## src/design/colstat_pkg.sv

```systemverilog
// Package for the column statistics block: sizes, payload and snapshot types,
// and the back-end state encoding. No dependencies.
package colstat_pkg;

   localparam int SampleBits  = 16;
   localparam int MaxSamples  = 65536;
   localparam int CountBits   = 17;
   localparam int SumBits     = 33;
   localparam int SqBits      = 47;
   localparam int MagBits     = 32;
   localparam int ProdBits    = 64;
   localparam int DivBits     = 64;
   localparam int DenBits     = 34;
   localparam int RootBits    = 32;
   localparam int StepBits    = 6;
   localparam int ALoBits     = 24;
   localparam int QueueDepth  = 2;

   typedef struct packed {
      logic [SampleBits-1:0] sample;
      logic                  missing;
      logic                  last;
   } req_payload_type;

   typedef struct packed {
      logic [CountBits-1:0]         present_count;
      logic signed [SampleBits-1:0] mean;
      logic [SampleBits-1:0]        std_dev;
      logic signed [SampleBits-1:0] min_value;
      logic signed [SampleBits-1:0] max_value;
      logic                         empty_res;
   } rsp_payload_type;

   // Accumulated statistics of one finished column.
   typedef struct packed {
      logic [CountBits-1:0]         count;
      logic signed [SumBits-1:0]    sum;
      logic [SqBits-1:0]            sumsq;
      logic signed [SampleBits-1:0] min_value;
      logic signed [SampleBits-1:0] max_value;
   } snap_type;

   typedef struct packed {
      logic     push;
      snap_type snap;
   } q_wr_type;

   typedef struct packed {
      logic     valid;
      snap_type snap;
   } q_rd_type;

   typedef enum logic [3:0] {
      BK_IDLE,
      BK_MUL_NN,
      BK_MUL_ALO,
      BK_MUL_AHI,
      BK_MUL_B,
      BK_SUB,
      BK_DIV_MEAN,
      BK_DIV_VAR,
      BK_SQRT,
      BK_DONE
   } back_state_type;

endpackage

```

## src/design/colstat_if.sv

```systemverilog
// Valid/ready channel interfaces for the column statistics block.
// Depends on colstat_pkg for the payload types.
interface colstat_req_if import colstat_pkg::*; ();
   logic            valid;
   logic            ready;
   req_payload_type data;
   modport source (output valid, output data, input ready);
   modport sink (input valid, input data, output ready);
endinterface

interface colstat_rsp_if import colstat_pkg::*; ();
   logic            valid;
   logic            ready;
   rsp_payload_type data;
   modport source (output valid, output data, input ready);
   modport sink (input valid, input data, output ready);
endinterface

```

## src/design/colstat_front.sv

```systemverilog
// Front end: accepts samples, keeps the running count, sums, min and max,
// and pushes a snapshot on the last item. Depends on colstat_pkg, colstat_if.
module colstat_front import colstat_pkg::*; (
   input  logic         clock,
   input  logic         reset,
   colstat_req_if.sink  req_chan,
   input  logic         q_full,
   output q_wr_type     q_wr
);

   logic [CountBits-1:0]         count_ff, count_in;
   logic signed [SumBits-1:0]    sum_ff, sum_in;
   logic [SqBits-1:0]            sumsq_ff, sumsq_in;
   logic signed [SampleBits-1:0] min_ff, min_in;
   logic signed [SampleBits-1:0] max_ff, max_in;
   logic                         seen_ff, seen_in;

   logic signed [SampleBits-1:0] s;
   logic [SampleBits:0]          ext;
   logic [SampleBits:0]          mag;
   logic [2*SampleBits-1:0]      square;
   logic                         take;
   logic                         accept;
   snap_type                     upd;

   assign req_chan.ready = !q_full;
   assign accept = req_chan.valid && req_chan.ready;

   always_comb begin
      s      = signed'(req_chan.data.sample[SampleBits-1:0]);
      ext    = {s[SampleBits-1], s};
      mag    = s[SampleBits-1] ? (~ext + 1'b1) : ext;
      square = mag[SampleBits-1:0] * mag[SampleBits-1:0];
      take   = !req_chan.data.missing && (count_ff < CountBits'(MaxSamples));

      upd.count     = count_ff;
      upd.sum       = sum_ff;
      upd.sumsq     = sumsq_ff;
      upd.min_value = min_ff;
      upd.max_value = max_ff;
      seen_in       = seen_ff;
      if (take) begin
         upd.count = count_ff + 1'b1;
         upd.sum   = sum_ff + SumBits'(s);
         upd.sumsq = sumsq_ff + SqBits'(square);
         if (!seen_ff || s < min_ff) begin
            upd.min_value = s;
         end
         if (!seen_ff || s > max_ff) begin
            upd.max_value = s;
         end
         seen_in = 1'b1;
      end

      count_in = upd.count;
      sum_in   = upd.sum;
      sumsq_in = upd.sumsq;
      min_in   = upd.min_value;
      max_in   = upd.max_value;

      q_wr.push = accept && req_chan.data.last;
      q_wr.snap = upd;
   end

   always_ff @(posedge clock) begin
      if (reset || (accept && req_chan.data.last)) begin
         count_ff <= '0;
         sum_ff   <= '0;
         sumsq_ff <= '0;
         min_ff   <= '0;
         max_ff   <= '0;
         seen_ff  <= 1'b0;
      end else if (accept) begin
         count_ff <= count_in;
         sum_ff   <= sum_in;
         sumsq_ff <= sumsq_in;
         min_ff   <= min_in;
         max_ff   <= max_in;
         seen_ff  <= seen_in;
      end
   end

   a_clear_after_last: assert property (@(posedge clock) disable iff (reset)
      (accept && req_chan.data.last) |=> (count_ff == '0 && !seen_ff))
      else $error("statistics not cleared after last item");

   a_seen_matches_count: assert property (@(posedge clock) disable iff (reset)
      seen_ff == (count_ff != '0))
      else $error("seen flag disagrees with count");

endmodule

```

## src/design/colstat_queue.sv

```systemverilog
// Short snapshot queue between the front and back ends.
// Depends on colstat_pkg.
module colstat_queue import colstat_pkg::*; #(
   parameter int QUEUE_DEPTH = QueueDepth
) (
   input  logic     clock,
   input  logic     reset,
   input  q_wr_type q_wr,
   input  logic     pop,
   output logic     full,
   output q_rd_type q_rd
);

   localparam int PtrBits = (QUEUE_DEPTH > 1) ? $clog2(QUEUE_DEPTH) : 1;
   localparam int CntBits = $clog2(QUEUE_DEPTH + 1);

   snap_type             mem_ff [QUEUE_DEPTH];
   logic [PtrBits-1:0]   wr_ptr_ff, rd_ptr_ff;
   logic [CntBits-1:0]   count_ff;
   logic                 do_pop;

   assign full       = count_ff == CntBits'(QUEUE_DEPTH);
   assign q_rd.valid = count_ff != '0;
   assign q_rd.snap  = mem_ff[rd_ptr_ff];
   assign do_pop     = pop && q_rd.valid;

   always_ff @(posedge clock) begin
      if (q_wr.push && !full) begin
         mem_ff[wr_ptr_ff] <= q_wr.snap;
      end
   end

   always_ff @(posedge clock) begin
      if (reset) begin
         wr_ptr_ff <= '0;
         rd_ptr_ff <= '0;
         count_ff  <= '0;
      end else begin
         if (q_wr.push && !full) begin
            wr_ptr_ff <= (wr_ptr_ff == PtrBits'(QUEUE_DEPTH - 1)) ? '0 : wr_ptr_ff + 1'b1;
         end
         if (do_pop) begin
            rd_ptr_ff <= (rd_ptr_ff == PtrBits'(QUEUE_DEPTH - 1)) ? '0 : rd_ptr_ff + 1'b1;
         end
         if ((q_wr.push && !full) && !do_pop) begin
            count_ff <= count_ff + 1'b1;
         end else if (!(q_wr.push && !full) && do_pop) begin
            count_ff <= count_ff - 1'b1;
         end
      end
   end

   a_no_push_when_full: assert property (@(posedge clock) disable iff (reset)
      full |-> !q_wr.push)
      else $error("snapshot pushed into a full queue");

   a_count_bound: assert property (@(posedge clock) disable iff (reset)
      count_ff <= CntBits'(QUEUE_DEPTH))
      else $error("queue count above depth");

endmodule

```

## src/design/colstat_back.sv

```systemverilog
// Back end: turns a snapshot into mean, standard deviation and the result item
// with one shared multiplier, a shift-subtract divider and a digit-by-digit
// square root. Depends on colstat_pkg and colstat_if.
module colstat_back import colstat_pkg::*; (
   input  logic           clock,
   input  logic           reset,
   input  q_rd_type       q_rd,
   output logic           pop,
   colstat_rsp_if.source  rsp_chan
);

   back_state_type state_ff, state_in;

   logic [CountBits-1:0]         n_ff;
   logic [SqBits-1:0]            sumsq_ff;
   logic                         neg_ff;
   logic [MagBits-1:0]           smag_ff;
   logic signed [SampleBits-1:0] min_ff, max_ff;
   logic                         empty_ff;
   logic [DenBits-1:0]           nn_ff;
   logic [ProdBits-1:0]          a_ff, b_ff;
   logic [DivBits-1:0]           num_ff;
   logic [DenBits-1:0]           den_ff;
   logic [DenBits-1:0]           rem_ff;
   logic [StepBits-1:0]          step_ff;
   logic [SampleBits-1:0]        mean_ff;
   logic [RootBits-1:0]          x_ff, root_ff, bit_ff;
   logic                         rsp_valid_ff;
   rsp_payload_type              rsp_ff;

   logic [MagBits-1:0]   mul_a, mul_b;
   logic [ProdBits-1:0]  prod;
   logic [DenBits:0]     trial;
   logic                 qbit;
   logic [DenBits-1:0]   rem_next;
   logic [DivBits-1:0]   num_next;
   logic [SampleBits-1:0] qa;
   logic [RootBits-1:0]  rtrial;
   logic                 out_free;
   logic                 load_out;
   logic                 div_last, sqrt_last;
   logic [MagBits-1:0]   smag_in;
   logic [SumBits-1:0]   sum_abs;

   assign out_free  = !rsp_valid_ff || rsp_chan.ready;
   assign div_last  = step_ff == StepBits'(DivBits - 1);
   assign sqrt_last = step_ff == StepBits'(RootBits / 2 - 1);

   // One multiplier, its operands chosen by the step of the sequence.
   always_comb begin
      mul_a = MagBits'(n_ff);
      mul_b = MagBits'(n_ff);
      unique case (state_ff)
         BK_MUL_ALO: mul_b = MagBits'(sumsq_ff[ALoBits-1:0]);
         BK_MUL_AHI: mul_b = MagBits'(sumsq_ff[SqBits-1:ALoBits]);
         BK_MUL_B: begin
            mul_a = smag_ff;
            mul_b = smag_ff;
         end
         default: ;
      endcase
      prod = mul_a * mul_b;
   end

   // One restoring division step (mean, variance), root trial, sum magnitude.
   always_comb begin
      trial    = {rem_ff, num_ff[DivBits-1]};
      qbit     = trial >= {1'b0, den_ff};
      rem_next = qbit ? DenBits'(trial - {1'b0, den_ff}) : trial[DenBits-1:0];
      num_next = {num_ff[DivBits-2:0], qbit};
      qa       = num_next[SampleBits-1:0] + SampleBits'(rem_next != '0);
      rtrial   = root_ff + bit_ff;
      sum_abs  = q_rd.snap.sum[SumBits-1] ? (~q_rd.snap.sum + 1'b1) : q_rd.snap.sum;
      smag_in  = sum_abs[MagBits-1:0];
   end

   always_comb begin
      state_in = state_ff;
      unique case (state_ff)
         BK_IDLE: begin
            if (q_rd.valid) begin
               state_in = (q_rd.snap.count == '0) ? BK_DONE : BK_MUL_NN;
            end
         end
         BK_MUL_NN:   state_in = BK_MUL_ALO;
         BK_MUL_ALO:  state_in = BK_MUL_AHI;
         BK_MUL_AHI:  state_in = BK_MUL_B;
         BK_MUL_B:    state_in = BK_SUB;
         BK_SUB:      state_in = BK_DIV_MEAN;
         BK_DIV_MEAN: state_in = div_last ? BK_DIV_VAR : BK_DIV_MEAN;
         BK_DIV_VAR:  state_in = div_last ? BK_SQRT : BK_DIV_VAR;
         BK_SQRT:     state_in = sqrt_last ? BK_DONE : BK_SQRT;
         BK_DONE:     state_in = out_free ? BK_IDLE : BK_DONE;
         default:     state_in = BK_IDLE;
      endcase
   end

   always_comb begin
      pop      = (state_ff == BK_IDLE) && q_rd.valid;
      load_out = (state_ff == BK_DONE) && out_free;
   end

   always_ff @(posedge clock) begin
      if (reset) begin
         state_ff <= BK_IDLE;
      end else begin
         state_ff <= state_in;
      end
   end

   always_ff @(posedge clock) begin
      unique case (state_ff)
         BK_IDLE: begin
            n_ff     <= q_rd.snap.count;
            sumsq_ff <= q_rd.snap.sumsq;
            neg_ff   <= q_rd.snap.sum[SumBits-1];
            smag_ff  <= smag_in;
            min_ff   <= q_rd.snap.min_value;
            max_ff   <= q_rd.snap.max_value;
            empty_ff <= q_rd.snap.count == '0;
            root_ff  <= '0;
            mean_ff  <= '0;
         end
         BK_MUL_NN:  nn_ff <= prod[DenBits-1:0];
         BK_MUL_ALO: a_ff  <= prod;
         BK_MUL_AHI: a_ff  <= a_ff + (prod << ALoBits);
         BK_MUL_B:   b_ff  <= prod;
         BK_SUB: begin
            a_ff    <= (a_ff >= b_ff) ? (a_ff - b_ff) : '0;
            num_ff  <= DivBits'(smag_ff);
            den_ff  <= DenBits'(n_ff);
            rem_ff  <= '0;
            step_ff <= '0;
         end
         BK_DIV_MEAN: begin
            if (div_last) begin
               // Floor toward minus infinity for a negative sum.
               mean_ff <= neg_ff ? (~qa + 1'b1) : num_next[SampleBits-1:0];
               num_ff  <= a_ff;
               den_ff  <= nn_ff;
               rem_ff  <= '0;
               step_ff <= '0;
            end else begin
               num_ff  <= num_next;
               rem_ff  <= rem_next;
               step_ff <= step_ff + 1'b1;
            end
         end
         BK_DIV_VAR: begin
            if (div_last) begin
               x_ff    <= num_next[RootBits-1:0];
               root_ff <= '0;
               bit_ff  <= RootBits'(1) << (RootBits - 2);
               step_ff <= '0;
            end else begin
               num_ff  <= num_next;
               rem_ff  <= rem_next;
               step_ff <= step_ff + 1'b1;
            end
         end
         BK_SQRT: begin
            if (x_ff >= rtrial) begin
               x_ff    <= x_ff - rtrial;
               root_ff <= (root_ff >> 1) + bit_ff;
            end else begin
               root_ff <= root_ff >> 1;
            end
            bit_ff  <= bit_ff >> 2;
            step_ff <= step_ff + 1'b1;
         end
         BK_DONE: ;
         default: ;
      endcase
   end

   always_ff @(posedge clock) begin
      if (load_out) begin
         rsp_ff.present_count <= empty_ff ? '0 : n_ff;
         rsp_ff.mean          <= empty_ff ? '0 : mean_ff;
         rsp_ff.std_dev       <= empty_ff ? '0 : root_ff[SampleBits-1:0];
         rsp_ff.min_value     <= empty_ff ? '0 : min_ff;
         rsp_ff.max_value     <= empty_ff ? '0 : max_ff;
         rsp_ff.empty_res     <= empty_ff;
      end
   end

   always_ff @(posedge clock) begin
      if (reset) begin
         rsp_valid_ff <= 1'b0;
      end else if (load_out) begin
         rsp_valid_ff <= 1'b1;
      end else if (rsp_chan.ready) begin
         rsp_valid_ff <= 1'b0;
      end
   end

   assign rsp_chan.valid = rsp_valid_ff;
   assign rsp_chan.data  = rsp_ff;

   a_empty_is_zero: assert property (@(posedge clock) disable iff (reset)
      (rsp_valid_ff && rsp_ff.empty_res) |->
         (rsp_ff.present_count == '0 && rsp_ff.std_dev == '0 && rsp_ff.mean == '0))
      else $error("empty column result carries nonzero fields");

   a_count_not_empty: assert property (@(posedge clock) disable iff (reset)
      (rsp_valid_ff && !rsp_ff.empty_res) |-> rsp_ff.present_count != '0)
      else $error("nonempty result with zero count");

   a_pop_only_idle: assert property (@(posedge clock) disable iff (reset)
      pop |=> (state_ff == BK_MUL_NN || state_ff == BK_DONE))
      else $error("back end took a snapshot outside idle");

endmodule

```

## src/design/column_statistics.sv

```systemverilog
// Column statistics: one signed Q8.8 sample per item; on the last item of a
// column one result item gives the present count, floor mean, floor standard
// deviation, minimum and maximum. The front end accumulates at one item per
// cycle while the queue is not full; each finished column is handed through a
// snapshot queue to a back end that takes a nonempty column through a load
// step, four multiply steps, a subtract, two 64-step divisions, a 16-step
// square root and a hand-off step, and an empty one through only the load and
// hand-off steps, before the output register. Columns may be as short as one
// item; the input stalls only when the queue is full, so sustained rate is one
// item per cycle for columns longer than the back-end time.
// Depends on colstat_pkg, colstat_if, colstat_front, colstat_queue, colstat_back.
module column_statistics import colstat_pkg::*; #(
   parameter int QUEUE_DEPTH = QueueDepth
) (
   input  logic           clock,
   input  logic           reset,
   colstat_req_if.sink    req_chan,
   colstat_rsp_if.source  rsp_chan
);

   q_wr_type q_wr;
   q_rd_type q_rd;
   logic     q_full;
   logic     q_pop;

   colstat_front u_front (
      .clock    (clock),
      .reset    (reset),
      .req_chan (req_chan),
      .q_full   (q_full),
      .q_wr     (q_wr)
   );

   colstat_queue #(.QUEUE_DEPTH(QUEUE_DEPTH)) u_queue (
      .clock (clock),
      .reset (reset),
      .q_wr  (q_wr),
      .pop   (q_pop),
      .full  (q_full),
      .q_rd  (q_rd)
   );

   colstat_back u_back (
      .clock    (clock),
      .reset    (reset),
      .q_rd     (q_rd),
      .pop      (q_pop),
      .rsp_chan (rsp_chan)
   );

endmodule

```

## src/flat_wrapper.sv

```systemverilog
// flat-port wrapper written by rule: the top's interface ports become plain ports
module column_statistics_flat import colstat_pkg::*;
#(
   parameter int QUEUE_DEPTH = QueueDepth
)
  (clock, reset, req_chan_valid, req_chan_data, req_chan_ready, rsp_chan_valid, rsp_chan_data, rsp_chan_ready);
  colstat_req_if req_chan_i ();
  colstat_rsp_if rsp_chan_i ();
  input  logic clock;
  input  logic reset;
  input wire logic [$bits(req_chan_i.valid)-1:0] req_chan_valid;
  input wire logic [$bits(req_chan_i.data)-1:0] req_chan_data;
  output wire logic [$bits(req_chan_i.ready)-1:0] req_chan_ready;
  output wire logic [$bits(rsp_chan_i.valid)-1:0] rsp_chan_valid;
  output wire logic [$bits(rsp_chan_i.data)-1:0] rsp_chan_data;
  input wire logic [$bits(rsp_chan_i.ready)-1:0] rsp_chan_ready;
  assign req_chan_i.valid = req_chan_valid;
  assign req_chan_i.data = req_chan_data;
  assign req_chan_ready = req_chan_i.ready;
  assign rsp_chan_valid = rsp_chan_i.valid;
  assign rsp_chan_data = rsp_chan_i.data;
  assign rsp_chan_i.ready = rsp_chan_ready;
  column_statistics #(.QUEUE_DEPTH(QUEUE_DEPTH)) u_core (.clock(clock), .reset(reset), .req_chan(req_chan_i), .rsp_chan(rsp_chan_i));
endmodule
```

## config.mk

```make
export PLATFORM = sky130hd
export DESIGN_NAME = column_statistics_flat
export DESIGN_NICKNAME = d
export VERILOG_FILES = /design/src/design/colstat_pkg.sv /design/src/design/colstat_if.sv /design/src/design/colstat_front.sv /design/src/design/colstat_queue.sv /design/src/design/colstat_back.sv /design/src/design/column_statistics.sv /design/src/flat_wrapper.sv
export SDC_FILE = /design/constraint.sdc
export NUM_CORES = 2
export LEC_CHECK = 0
export ABC_AREA = 1
export BUFFER_PORTS_ARGS = -buffer_cell sky130_fd_sc_hd__buf_2
export CAP_MARGIN = 25
export CORE_ASPECT_RATIO = 1.4
export CORE_MARGIN = 3
export CORE_UTILIZATION = 40
export DETAILED_ROUTE_END_ITERATION = 12
export GPL_TIMING_DRIVEN = 1
export SYNTH_ARGS = -nofsm -noshare
export SYNTH_HDL_FRONTEND = slang
export SYNTH_SLANG_ARGS = --single-unit
```

## constraint.sdc

```tcl
create_clock -name clock -period 15.3 [get_ports clock]
set_input_delay 3.06 -clock clock [delete_from_list [all_inputs] [get_ports clock]]
set_output_delay 3.06 -clock clock [all_outputs]
set_load 0.05 [all_outputs]
```

## After elaboration in Yosys (flattened, before gate mapping)

Memory sizes are Yosys's and may differ from the RTL's. A register that Yosys moved wholly into a read port is not among the register bits.
Cells that the tools add are included.

| operators by class | value |
|---|---|
| multipliers | 2 |
| bitwise operators | 3 |
| magnitude comparators | 6 |
| equality and inequality tests | 17 |
| reductions and logical operators | 40 |
| $add $sub $neg | 18 |
| muxes and demuxes | 48 |

Operators with widths:

| operator | count |
|---|---|
| $pmux 64 s3 | 2 |
| $mux 32 | 7 |
| $mux 64 | 3 |
| $pmux 32 s3 | 2 |
| $mux 34 | 4 |
| $mux 129 | 1 |
| $pmux 32 s2 | 2 |
| $pmux 34 s3 | 1 |
| $mux 16 | 5 |
| $pmux 34 s2 | 1 |
| $add 64x64->64 | 1 |
| $ge 64x64->1 | 1 |
| $mul 32x32->64 | 1 |
| $sub 64x64->64 | 1 |
| $add 47x32->47 | 1 |
| $pmux 4 s10 | 1 |
| $ge 35x34->1 | 1 |
| $reduce_bool 34->1 | 1 |
| $sub 34x34->34 | 1 |
| $add 33x16->33 | 1 |
| $add 16x1->16 const B | 2 |
| $add 31x32->32 | 1 |
| $add 32x1->32 const B | 1 |
| $add 32x32->32 | 1 |
| 38 further kinds | 91 |

| word-level totals | value |
|---|---|
| memory bits (writable) | 258 |
| memories | 1 |
| input bits | 22 |
| flip-flop bits (word level) | 763 |
| logic and storage cells | 170 |

Memory list:

| memory | words | bits a word | read ports | clocked after memory_dff | wr ports | line | source |
|---|---|---|---|---|---|---|---|
| u_core.u_queue.mem_ff | 2 | 129 | 1 | 1 | 1 | colstat_queue.sv:17 | `snap_type mem_ff [QUEUE_DEPTH];` |

## Logic depth before layout (Yosys ltp)

| depth | value |
|---|---|
| depth after elaboration | 9 |
| mapped depth | 49 |
| depth with buffers taken out | 47 |

## By module

A second synthesis with hierarchy kept.

| unflattened totals | value |
|---|---|
| cell total of the unflattened synthesis | 12,356 |
| area, all modules | 101,872.7 µm² |

By module, submodules not included:

| module | instances | area an instance (µm²) | sequential area each (µm²) | cells an instance |
|---|---|---|---|---|
| colstat_back | 1 | 73,480.5 | 18,357.6 | 9,091 |
| colstat_front | 1 | 18,800.5 | 2,602.5 | 2,827 |
| colstat_queue | 1 | 9,591.7 | 7,847.5 | 438 |

## Worst setup path before layout

No wires, ideal clock.

| path | value |
|---|---|
| kind | input to register |
| from | input rsp_chan_ready |
| to | register u_core.u_back.rsp_ff (netlist bit u_core.u_back.rsp_chan.data[0]), enable pin |
| path slack | 3.731 ns |
| path buffers | 0 |
| cell stages on the path | 2 |
| arrival time | 10.845 ns |
| cell sequence | nor2_1 -> nor4_1 |

| between the ends | value |
|---|---|
| word-level cells in the longest chain between the ends | 2 |

Ends and longest elaborated chain:

| element | line | source |
|---|---|---|
| from (decl) | flat_wrapper.sv:16 | `input wire logic [$bits(rsp_chan_i.ready)-1:0] rsp_chan_ready;` |
| $logic_or 1x1->1 | colstat_back.sv:45 | `assign out_free = !rsp_valid_ff \|\| rsp_chan.ready;` |
| $logic_and 1x1->1 | colstat_back.sv:100 | `load_out = (state_ff == BK_DONE) && out_free;` |
| named net u_core.u_back.load_out | colstat_back.sv:40 | `logic load_out;` |
| to (decl) | colstat_back.sv:29 | `rsp_payload_type rsp_ff;` |

The timed path passes the listed nets, and every way through them passes these cells.
A chain may end at the register's enable or synchronous reset.

## Final worst setup path

| path | value |
|---|---|
| from | register u_core.u_back.state_ff[2] |
| to | register u_core.u_back.a_ff[60], data pin |

| between the ends | value |
|---|---|
| word-level cells in the longest chain between the ends | 5 |
| elaborated cells on any way between the ends | 9 |

Ends and longest elaborated chain:

| element | line | source |
|---|---|---|
| from (decl) | colstat_back.sv:12 | `back_state_type state_ff, state_in;` |
| from (signal assigned) | colstat_back.sv:107 | `state_ff <= state_in;` |
| $eq 4x3->1 or $eq 4x2->1 (tied branches) | colstat_back.sv:53 | `unique case (state_ff)` |
| $pmux 32 s3 or $mux 32 (tied branches) | colstat_back.sv:53 |  |
| $mul 32x32->64 * | colstat_back.sv:62 | `prod = mul_a * mul_b;` |
| named net u_core.u_back.prod[27] | colstat_back.sv:32 | `logic [ProdBits-1:0] prod;` |
| $add 64x64->64 * | colstat_back.sv:126 | `BK_MUL_AHI: a_ff <= a_ff + (prod << ALoBits);` |
| $pmux 64 s3 * | colstat_back.sv:112 | `unique case (state_ff)` |
| to (signal assigned) | colstat_back.sv:125 | `BK_MUL_ALO: a_ff <= prod;` |
| to (signal assigned) | colstat_back.sv:126 |  |
| to (signal assigned) | colstat_back.sv:129 | `a_ff <= (a_ff >= b_ff) ? (a_ff - b_ff) : '0;` |
| to (decl) | colstat_back.sv:21 | `logic [ProdBits-1:0] a_ff, b_ff;` |

The timed path passes the listed nets; every way through them passes the cells marked *.

==> flow_summary.ini <==
[global_routing]
antenna_found_initial = 25
grt_pass1_vias = 84700
grt_overflow = 0
grt_pass1_wl_um = 535000
grt_max_degree = 70
grt_usage_pct = 28.2

[place]
gp_congestion = 1.07
dp_slack_ps = 2700
dp_hpwl_um = 296000
place.port_buffers = 105

[clock_tree]
clockBufferDepth = 3
cts-buffers-inserted = 105
htree_levels = 3
ctsHoldBuffers = 0
clkTransAtPathRegs_ps = 60
clkSinkCount = 1006
clockRootBuffer = clkbuf_16
cts_tree = yes
postCtsSetupRepairBufs = 0
worstSkewPairLatency_ps = 800
ctsResizeCount = 0

[timing]
skew_ps = 67.8
max_freq_mhz = 77.0
hold_viol = 0
finalCriticalPeriod_ps = 12990
fin_ws_ps = 2310
relSlewSlack_pct = 18.8
grt_setup_unrepaired = no
setup-tns-final_ps = 0
drv_slew = 0
tightest_slew_ps = 1210
fin_crit_sh_pct = 84.9
finalSetupViolCount = 0

[logic_synthesis]
synth_xor_area_share_pct = 2.40
synth_area_um2 = 100000
yosys.area_share.simple_pct = 19.4
synth_edf_count = 866
yosysSeqAreaShare_pct = 28.7
ys_async_sr_fraction_pct = 0
ys.warnings.count = 0
synthMuxAreaShare_pct = 0.219
syn_area_per_cell_um2 = 8.21
synth_seq_cells = 1006
synthAdderAreaFrac_pct = 29.8
synth_compound_area_share_pct = 8.20
syn-instance-count = 12200
synth_top_family_by_area = adder cells
yosys_most_used_dff = edfxtp_1
yosysUniqueCellTypes = 68

[critical_path]
timing.rr.end = u_core.u_back.a_ff[60]
cp_common_cell = fa_1
path_class = reg2reg
cp_num_buf_inv = 5
crit_required_ps = 15810
critPathCapture = u_core.u_back.a_ff[60]
r2r-start = u_core.u_back.state_ff[2]
crit_path_end_kind = register
max_stage_delay_ps = 810
ff2ff_path_depth = 36
slowest_stage = nor2_4
crit_start = u_core.u_back.state_ff[2]
r2r_slack_ps = 2310
path_max_fanout = 24
path_depth = 36
cpLargestDelayFamily = adder cells
cp-start-kind = register
cp.arrival_ps = 13510

[final_layout]
finalNetCount = 14000
layout_commonest_cell = nand2_1
final_cell_mix = nand2_1 (2637), inv_1 (2584), nor2_1 (1299)
fill_cells = 25100
area_delta_synth_final_pct = 8.22
drive_above_1_share_pct = 4.73

[drt]
dr.pass1.iters = 6
ant_nets = 0
num_vias = 83000
wl_per_cell_um = 23.4
postRouteWirelength_um = 366000
drt_iter0_markers = 6158
drc = 0
avgViaCountPerCell = 5.30

[die]
core-area_um2 = 250000
die_area_um2 = 257000
start_util_pct = 40.2
fp.dieW_um = 429
die_h_um = 599
num_io_pins = 106
rows = 217

[outcome]
status = completed

[worst_hold_path]
hold_path.class = reg2reg

[flow_run]
maxCapViolations = 0
metal layers:
layer / share of wire (%) / GRT usage [%] / vias up / routed length [µm]
met5: 0.021 / 0 / - / 77
met4: 11 / 23.8 / 12 / 38500
met3: 6.1 / 4.79 / 1323 / 22500
met2: 49 / 49.9 / 3322 / 181000
met1: 34 / 28.9 / 40100 / 124000
li1: - / - / 38300 / -
synth_stat cells, drive strengths merged (20+ instances only):
| cell | number | share of area, % |
|---|---|---|
| a21o | 46 | 0.34 |
| xnor2 | 107 | 0.93 |
| dfxtp | 140 | 2.8 |
| nand3 | 464 | 2.3 |
| clkinv | 20 | 0.075 |
| o21a | 32 | 0.24 |
| o21bai | 44 | 0.33 |
| and2 | 29 | 0.18 |
| a21boi | 21 | 0.16 |
| o221ai | 24 | 0.21 |
| o211ai | 43 | 0.32 |
| nor4 | 35 | 0.25 |
| a22o | 31 | 0.27 |
| edfxtp | 866 | 26 |
| nand2 | 2653 | 10 |
| xor2 | 166 | 1.5 |
| nor2 | 1342 | 5.1 |
| a21oi | 540 | 2.7 |
| fa | 1094 | 22 |
| nand4 | 83 | 0.52 |
| a31oi | 61 | 0.38 |
| or2 | 49 | 0.31 |
| inv | 2620 | 9.8 |
| clkbuf | 186 | 0.70 |
| nor3 | 84 | 0.42 |
| ha | 641 | 8.0 |
| nand3b | 35 | 0.26 |
| mux2i | 22 | 0.22 |
| buf | 133 | 0.67 |
| o21ai | 549 | 2.8 |
worst min-delay path by stage:
stage / from / end / cells after the start
floorplan: u_core.u_back.empty_ff / u_core.u_back.rsp_chan.data[0] / 0
global placement: u_core.u_queue.rd_ptr_ff / u_core.u_queue.rd_ptr_ff / 2
detailed placement: u_core.u_front.sum_ff[0] / u_core.u_front.sum_ff[0] / 2
CTS: u_core.u_front.sum_ff[0] / u_core.u_front.sum_ff[0] / 2
global route: u_core.u_front.sumsq_ff[2] / u_core.u_front.sumsq_ff[2] / 2
finish: u_core.u_queue.rd_ptr_ff / u_core.u_queue.rd_ptr_ff / 2
cell type report:
type,count,area (µm²),area share [%]
antenna,11,27.5,0.0253
clock buffer,134,2880,2.65
clock inverter,65,798,0.735
inverter,2640,9910,9.12
multi-input combinational,8272,60500,55.7
sequential,1006,28800,26.5
tap,3285,4110,3.78
timing repair buffer,242,1640,1.51
through the flow:
| stage | util (%) | instance area [µm²] | std cells | hold slack [ps] |
|---|---|---|---|---|
| final | 43.5 | 109000 | 15700 | 472 |
| after detailed placement | 42.0 | 105000 | 15400 | 464 |
| after global routing | 43.5 | 109000 | 15600 | 510 |
| after floorplan | - | 100000 | 12200 | 424 |
| after CTS | 43.5 | 109000 | 15600 | 473 |
| after global placement | 42.0 | 105000 | 15400 | 457 |
flip-flops by register name, summed over array words and instances, names as in the netlist, 33 cells and up, named ones only:
signal and count:
u_core.u_back.a_ff 64, u_core.u_back.b_ff 64, u_core.u_back.den_ff 34, u_core.u_back.nn_ff 34, u_core.u_back.num_ff 64, u_core.u_back.rem_ff 34
u_core.u_back.rsp_chan.data 82, u_core.u_back.sumsq_ff 47, u_core.u_front.sum_ff 33, u_core.u_front.sumsq_ff 47, u_core.u_queue.mem_ff 258
worst register-to-register path, delay by kind of cell (launching register included):
family                   cells  cell delay, ps
AO/OA/AOI/OAI                4            1280
flip-flops                   1             360
XOR/XNOR                     1             810
adder cells (fa/ha/maj)     10            5230
buffers and inverters        5            1250
AND/OR/NAND/NOR             16            3790
cell families after synthesis:
family | Yosys count
mux | 22
fa+ha+maj | 1735
flops | 1006
xor+xnor | 273
simple gates | 4783
buf+inv | 2959
compound gates | 1446
other cells | 2
Power is left out: the tool's default activity adds up to more than one toggle a clock period on the data nets, which glitch-free logic cannot reach.
